File: config.mk
export PLATFORM = sky130hd
export DESIGN_NAME = gpef_kernel
export DESIGN_NICKNAME = d
export VERILOG_FILES = /design/src/design/gpef_pkg.sv /design/src/design/gpef_kernel.sv
export SDC_FILE = /design/constraint.sdc
export NUM_CORES = 1
export LEC_CHECK = 0
export BUFFER_PORTS_ARGS = -buffer_cell sky130_fd_sc_hd__buf_2
export CORE_MARGIN = 3
export CORE_UTILIZATION = 40
export CTS_CLUSTER_DIAMETER = 30
export DETAILED_ROUTE_END_ITERATION = 10
export PLACE_DENSITY = 0.62
export SYNTH_ARGS = -nofsm -noshare
export SYNTH_HDL_FRONTEND = slang
export SYNTH_SLANG_ARGS = --single-unit
File: constraint.sdc
create_clock -name clk -period 12.7 [get_ports clk]
set_input_delay 1.905 -clock clk [delete_from_list [all_inputs] [get_ports clk]]
set_output_delay 1.905 -clock clk [all_outputs]
set_load 0.03 [all_outputs]
File: src/design/gpef_pkg.sv
// ----------------------------------------------------------------------------
// gpef_pkg: shared types and constants of the gray Prewitt edge filter
// Holds grey conversion weights, field widths, register map and the clamp.
// ----------------------------------------------------------------------------
package gpef_pkg;

	// BT.709 luma weights in 16-bit fixed point (sum is 65536)
	localparam logic [15:0] W_RED   = 16'd13933;
	localparam logic [15:0] W_GREEN = 16'd46871;
	localparam logic [15:0] W_BLUE  = 16'd4732;

	localparam int DEF_MAX_WIDTH = 1024;

	localparam int WIDTH_W  = 11;
	localparam int HEIGHT_W = 13;
	localparam int ROW_W    = HEIGHT_W + 1;

	localparam logic [WIDTH_W-1:0]  WIDTH_RST  = 11'd640;
	localparam logic [HEIGHT_W-1:0] HEIGHT_RST = 13'd480;

	// register indexes (byte address 4*index)
	localparam logic REG_WIDTH  = 1'b0;
	localparam logic REG_HEIGHT = 1'b1;

	// request kinds carried on the input tuser
	localparam logic REQ_PIXEL = 1'b0;
	localparam logic REQ_DRAIN = 1'b1;

	// depth of the result queue ahead of the output port
	localparam int OUT_DEPTH = 4;

	typedef logic [7:0] pix_t;

	typedef struct packed {
		pix_t top;
		pix_t mid;
		pix_t bot;
	} col_t;

	typedef struct packed {
		logic valid;
		logic col0;
	} kern_ctl_t;

	function automatic pix_t clamp_u8(input logic signed [10:0] v);
		pix_t res;
		if (v < 0) begin
			res = 8'd0;
		end else if (v > 11'sd255) begin
			res = 8'd255;
		end else begin
			res = v[7:0];
		end
		return res;
	endfunction

endpackage

File: src/design/gpef_kernel.sv
// ----------------------------------------------------------------------------
// gpef_kernel: 3x3 window and Prewitt responses
// Holds the left and centre columns; the right column is the fresh one.
// ----------------------------------------------------------------------------
module gpef_kernel
	import gpef_pkg::*;
(
	input  logic      clk,
	input  logic      arst_n,
	input  kern_ctl_t ctl,
	input  col_t      fresh,
	output pix_t      edge_h,
	output pix_t      edge_v
);

	col_t left_q;
	col_t mid_q;
	col_t right_col;
	logic [9:0] sum_l;
	logic [9:0] sum_r;
	logic [9:0] sum_top;
	logic [9:0] sum_bot;

	// at the start of a line the right column lies outside the image
	assign right_col = ctl.col0 ? '0 : fresh;

	always_ff @(posedge clk or negedge arst_n) begin
		if (!arst_n) begin
			left_q <= '0;
			mid_q  <= '0;
		end else if (ctl.valid) begin
			left_q <= ctl.col0 ? '0 : mid_q;
			mid_q  <= fresh;
		end
	end

	always_comb begin
		sum_l   = 10'(left_q.top) + 10'(left_q.mid) + 10'(left_q.bot);
		sum_r   = 10'(right_col.top) + 10'(right_col.mid) + 10'(right_col.bot);
		sum_top = 10'(left_q.top) + 10'(mid_q.top) + 10'(right_col.top);
		sum_bot = 10'(left_q.bot) + 10'(mid_q.bot) + 10'(right_col.bot);
		edge_h  = clamp_u8($signed({1'b0, sum_r}) - $signed({1'b0, sum_l}));
		edge_v  = clamp_u8($signed({1'b0, sum_bot}) - $signed({1'b0, sum_top}));
	end

endmodule

Word-level counts from Yosys, hierarchy flattened

Index checks and enable logic that the tools add are counted.

$lt $le $gt $ge: 4
Mux-type cells: 6
Add/sub/neg operators: 10

Operators by type and width:

| operator                                                                          | count |
|---|---|
| 24-bit two-way mux                                                                | 2 |
| 9-bit by 8-bit adder with 10-bit output                                           | 4 |
| 8-bit by 8-bit adder with 9-bit output                                            | 4 |
| 8-bit two-way mux                                                                 | 4 |
| 11-bit by 9-bit greater-than comparator with 1-bit output (second input constant) | 2 |
| 11-bit by 1-bit less-than comparator with 1-bit output (second input constant)    | 2 |
| 10-bit by 10-bit subtractor with 11-bit output                                    | 2 |

Input bits: 28
Output and inout bits: 16
Register bits: 48
Word-level logic and storage cells: 26

Logic depth before layout (Yosys ltp)

Depth after elaboration: 7
Depth in mapped cells: 16
Mapped depth without buffers: 15

Worst setup path before layout

No wires, ideal clock.

Path type: input -> output
Start point: input port ctl[0] in the netlist's numbering
End point: output port edge_h[0]
Stages: 15
Arrival time: 5937 ps
Setup slack: 4858 ps
Path through: clkbuf_1 nor2b_1 fa_1 fa_1 inv_1 fa_1 inv_1 ha_1 fa_1 a21o_1 a21oi_1 o21bai_1 a21boi_0 o221ai_1 a21oi_1

Word-level cells in the longest chain between the ends: 7
Elaborated cells on any way between the ends: 8
Those cells by class: add/sub (3); order compare (2); mux (3)

RTL lines:

| item                                                      | line              | source |
|---|---|---|
| start, declared                                           | gpef_kernel.sv:10 | `input kern_ctl_t ctl,` |
| 24-bit two-way mux (*)                                    | gpef_kernel.sv:25 | `assign right_col = ctl.col0 ? '0 : fresh;` |
| 8-bit by 8-bit adder with 9-bit output                    | gpef_kernel.sv:39 | `sum_r = 10'(right_col.top) + 10'(right_col.mid) + 10'(right_col.bot);` |
| 9-bit by 8-bit adder with 10-bit output (*)               | gpef_kernel.sv:39 |  |
| 10-bit by 10-bit subtractor with 11-bit output (*)        | gpef_kernel.sv:42 | `edge_h = clamp_u8($signed({1'b0, sum_r}) - $signed({1'b0, sum_l}));` |
| 11-bit by 9-bit greater-than comparator with 1-bit output | gpef_pkg.sv:49    | `end else if (v > 11'sd255) begin` |
| 8-bit two-way mux                                         | gpef_pkg.sv:49    |  |
| 8-bit two-way mux (*)                                     | gpef_pkg.sv:47    | `if (v < 0) begin` |
| end, declared                                             | gpef_kernel.sv:12 | `output pix_t edge_h,` |

Mark *: on every way between the ends. The rest lies on a longest branch, timed or not.

Final worst setup path

Same ends and word-level chain as after synthesis.

==> load_flow_metrics.sql <==
INSERT INTO impl_metrics (metric_group, metric, value, unit) VALUES
('power_and_ir_drop', 'power.share.combinational', '74.1', '%'),
('finish', 'finish.utilization', '46.09', '%'),
('finish', 'design.final.nets', '597', ''),
('setup_path', 'path_delay_family', 'adder cells', ''),
('die', 'initial_core_utilization', '41.29', '%'),
('die', 'core_area', '10940', 'µm²'),
('routing', 'wl_per_cell', '13.75', 'µm'),
('global_routing', 'grt_pass1_wl', '15450', 'µm'),
('setup_path', 'cp_data_required_time', '10.80', 'ns'),
('timing', 'post-route-min-period', '8.405', 'ns'),
('die', 'die_w', '112.3', 'µm'),
('clocking', 'worst_setup_hold_path_clk_slew', '0.07', 'ns'),
('setup_path', 'worst_setup_path_start_kind', 'input pin', ''),
('clocking', 'clock-sinks', '48', ''),
('finish', 'growth_of_design_area_from_synthesis_to_finish', '11.61', '%'),
('clocking', 'cts_made_buffers', '5', ''),
('timing', 'achievable-frequency', '119.0', 'MHz'),
('clocking', 'clk_path_buf_depth', '2', ''),
('timing', 'transition_time_at_the_pin_with_the_least_slew_margin', '0.7977', 'ns'),
('power_and_ir_drop', 'irDropWorstVdd', '107.5', 'µV'),
('global_routing', 'grt_start_max_net_pins', '78', ''),
('power_and_ir_drop', 'powerDensity', '251.7', 'nW/µm²'),
('finish', 'instances_no_fill', '625', ''),
('placement', 'portBuffers', '43', ''),
('clocking', 'cts-resized-gates', '0', ''),
('clocking', 'cts-htree-levels', '2', ''),
('timing', 'finClkSkew', '0.001817', 'ns'),
('setup_path', 'worst_path_max_delay_cell', 'sky130_fd_sc_hd__buf_2', ''),
('routing', 'iteration_0_drc_markers', '185', ''),
('logic_synthesis', 'yosysWarningCount', '0', ''),
('logic_synthesis', 'seq_area_frac_synth', '26.60', '%'),
('setup_path', 'endpoint_kind', 'primary output', ''),
('global_routing', 'first_global_vias', '3279', ''),
('placement', 'placement.setup.worst_slack', '4.235', 'ns'),
('setup_path', 'worst-setup-path-type', 'input pin to primary output', ''),
('power_and_ir_drop', 'p_seq_share', '14.0', '%'),
('global_routing', 'grt-ovfl-total', '0', ''),
('clocking', 'post-cts-setup-buffer-count', '0', ''),
('logic_synthesis', 'syn_area_per_cell', '10.15', 'µm²'),
('setup_path', 'cp_cell_sequence', 'buf_2, nor2b_1, fa_1, fa_1, inv_1, fa_1, inv_1, ha_1, fa_1, a21o_1, a21oi_1, o21bai_1, a21boi_0, o221ai_1, a21oi_1, buf_2', ''),
('die', 'io-pin-count', '44', ''),
('timing', 'maxSlewHeadroom', '46.82', '%'),
('finish', 'drive_above_1_share', '16.29', '%'),
('routing', 'route.detailed.vias_per_inst', '4.888', ''),
('power_and_ir_drop', 'p_int', '0.6351', 'mW'),
('power_and_ir_drop', 'power_total', '1.269', 'mW'),
('setup_path', 'critical_path.n_buffers_inverters', '4', ''),
('clocking', 'tritoncts', 'done', ''),
('logic_synthesis', 'netlist_area', '4516', 'µm²'),
('die', 'rows', '38', ''),
('global_routing', 'grt_use_total', '14.89', '%'),
('logic_synthesis', 'synth-seq-cells', '48', ''),
('timing', 'final_count_of_pins_violating_max_slew', '0', ''),
('logic_synthesis', 'synthesis.nets', '558', ''),
('timing', 'grt_setup_unrepaired', 'false', ''),
('placement', 'dp.final_hpwl', '6872', 'µm'),
('flow_run', 'max-cap-violations', '0', ''),
('global_routing', 'number_of_antenna_violations_at_the_first_check_in_global_routing', '0', ''),
('power_and_ir_drop', 'net-switching-power', '0.6334', 'mW'),
('placement', 'place_inst', '617', ''),
('placement', 'place.gp.congestion', '0.7950', ''),
('routing', 'dr_total_vias', '3055', ''),
('timing', 'layout_setup_ws', '4.295', 'ns'),
('min_path', 'worst_hold_path_type', 'flip-flop to flip-flop', ''),
('clocking', 'clk-insertion-delay-late', '0.29', 'ns'),
('routing', 'routed_wirelength', '8595', 'µm'),
('status', 'status', 'completed', ''),
('timing', 'post-route-period-util', '66.18', '%'),
('finish', 'seq_area', '1201', 'µm²'),
('clocking', 'cts_hold_buf', '0', ''),
('power_and_ir_drop', 'clockPowerShare', '11.9', '%');
-- synth_stat cells, drive strengths merged --
| master | number | area (µm²) |
|---|---|---|
| buf | 3 | 11.26 |
| nand4 | 1 | 6.260 |
| nor2 | 9 | 33.78 |
| nand2b | 9 | 56.30 |
| o21ai | 32 | 160.2 |
| o211ai | 1 | 7.510 |
| o41ai | 1 | 16.27 |
| o21a | 5 | 37.54 |
| nor4 | 1 | 6.260 |
| inv | 97 | 364.1 |
| o21bai | 4 | 30.03 |
| nor2b | 20 | 125.1 |
| a32oi | 1 | 8.760 |
| and3 | 2 | 18.77 |
| o22ai | 1 | 6.260 |
| dfrtp | 48 | 1201 |
| o221ai | 1 | 8.760 |
| fa | 57 | 1141 |
| or2 | 1 | 6.260 |
| or4b | 1 | 10.01 |
| xor2 | 6 | 52.55 |
| nor3 | 1 | 5.000 |
| a2111oi | 1 | 27.53 |
| a21boi | 6 | 45.05 |
| a21oi | 20 | 103.9 |
| a31o | 1 | 8.760 |
| clkbuf | 10 | 37.54 |
| mux2 | 19 | 214.0 |
| a211oi | 1 | 7.510 |
| ha | 28 | 350.3 |
| nand2 | 9 | 33.78 |
| xnor2 | 15 | 131.4 |
| nand3b | 24 | 180.2 |
| and2 | 2 | 12.51 |
| a21o | 6 | 45.04 |
| nand3 | 1 | 5.000 |
-- placed cells by master, fill, tap and decap left out, types with 4 or more instances in the layout --
cell type / synthesis / layout
sky130_fd_sc_hd__a21boi_1: 5 / 5
sky130_fd_sc_hd__a21o_1: 6 / 6
sky130_fd_sc_hd__a21oi_1: 19 / 19
sky130_fd_sc_hd__buf_2: 0 / 43
sky130_fd_sc_hd__clkbuf_16: 0 / 5
sky130_fd_sc_hd__dfrtp_1: 48 / 48
sky130_fd_sc_hd__fa_1: 57 / 57
sky130_fd_sc_hd__ha_1: 28 / 28
sky130_fd_sc_hd__inv_1: 97 / 97
sky130_fd_sc_hd__mux2_2: 19 / 19
sky130_fd_sc_hd__nand2_1: 9 / 9
sky130_fd_sc_hd__nand2b_1: 9 / 9
sky130_fd_sc_hd__nand3b_1: 24 / 24
sky130_fd_sc_hd__nor2_1: 9 / 9
sky130_fd_sc_hd__nor2b_1: 20 / 20
sky130_fd_sc_hd__o21a_1: 5 / 5
sky130_fd_sc_hd__o21ai_0: 32 / 32
sky130_fd_sc_hd__o21bai_1: 4 / 4
sky130_fd_sc_hd__xnor2_1: 15 / 15
sky130_fd_sc_hd__xor2_1: 6 / 6
-- worst reg2reg max path: cells and delay by family (launching register included) --
family          cells  cell delay, ns
compound gates      1            0.11
buf+inv             1            0.16
flops               1            0.41
-- metrics by stage --
stage	instance area (µm²)	hold slack [ns]
final	5040	0.5107
after global routing	5040	0.5321
after CTS	5040	0.5127
after detailed placement	4872	0.4953
after global placement	4872	0.4879
after floorplan	4516	0.4736
-- state kept, by name, indices dropped and copies added, names as in the netlist --
register and count:
left_q 24, mid_q 24
-- routing by layer --
layer / share of wire, % / track usage [%]
met3: 3.4 / 2.803
met1: 42 / 18.58
met2: 53 / 27.14
met4: 1.3 / 2.724
met5: 0 / 0
-- worst paths after layout --
path / to / cells past startpoint / start / slack [ns]
worst min-delay path: mid_q[15] / 1 / mid_q[15] / 0.51
min in group asynchronous: left_q[0] / 2 / arst_n / 1.71
worst max-delay path: edge_h[0] / 16 / ctl[0] / 4.30
worst min register to register: mid_q[15] / 1 / mid_q[15] / 0.51
worst max register to register: left_q[1] / 2 / left_q[1] / 11.87
max in group asynchronous: left_q[6] / 2 / arst_n / 10.56
-- area by class of cell --
cell class | instances | share of cell area [%]
sequential | 48 | 23.83
clock inverter | 3 | 0.8441
multi-input combinational | 287 | 57.57
timing repair buffer | 45 | 4.568
inverter | 97 | 7.224
tap | 140 | 3.476
clock buffer | 5 | 2.483
-- cells by family (layout without fill, tap and decap cells) --
family	after synthesis	in the layout	share of synthesized area (%)
buffers and inverters	110	150	9.144
AO/OA/AOI/OAI	81	81	11.36
adder cells (fa/ha/maj)	85	85	33.03
XOR/XNOR	21	21	4.073
AND/OR/NAND/NOR	81	81	11.06
multiplexers	19	19	4.738
flip-flops	48	48	26.60
-- power groups by stage --
| stage | sequential [mW] | combinational, mW | clock [mW] |
|---|---|---|---|
| after floorplan | 0.178 | 0.757 | 0 |
| after global placement | 0.180 | 0.944 | 0 |
| after detailed placement | 0.181 | 0.951 | 0 |
| after CTS | 0.178 | 0.956 | 0.155 |
| after global routing | 0.180 | 1.06 | 0.162 |
| final | 0.178 | 0.939 | 0.151 |
Note: power is estimated with default switching activity, not from simulation.
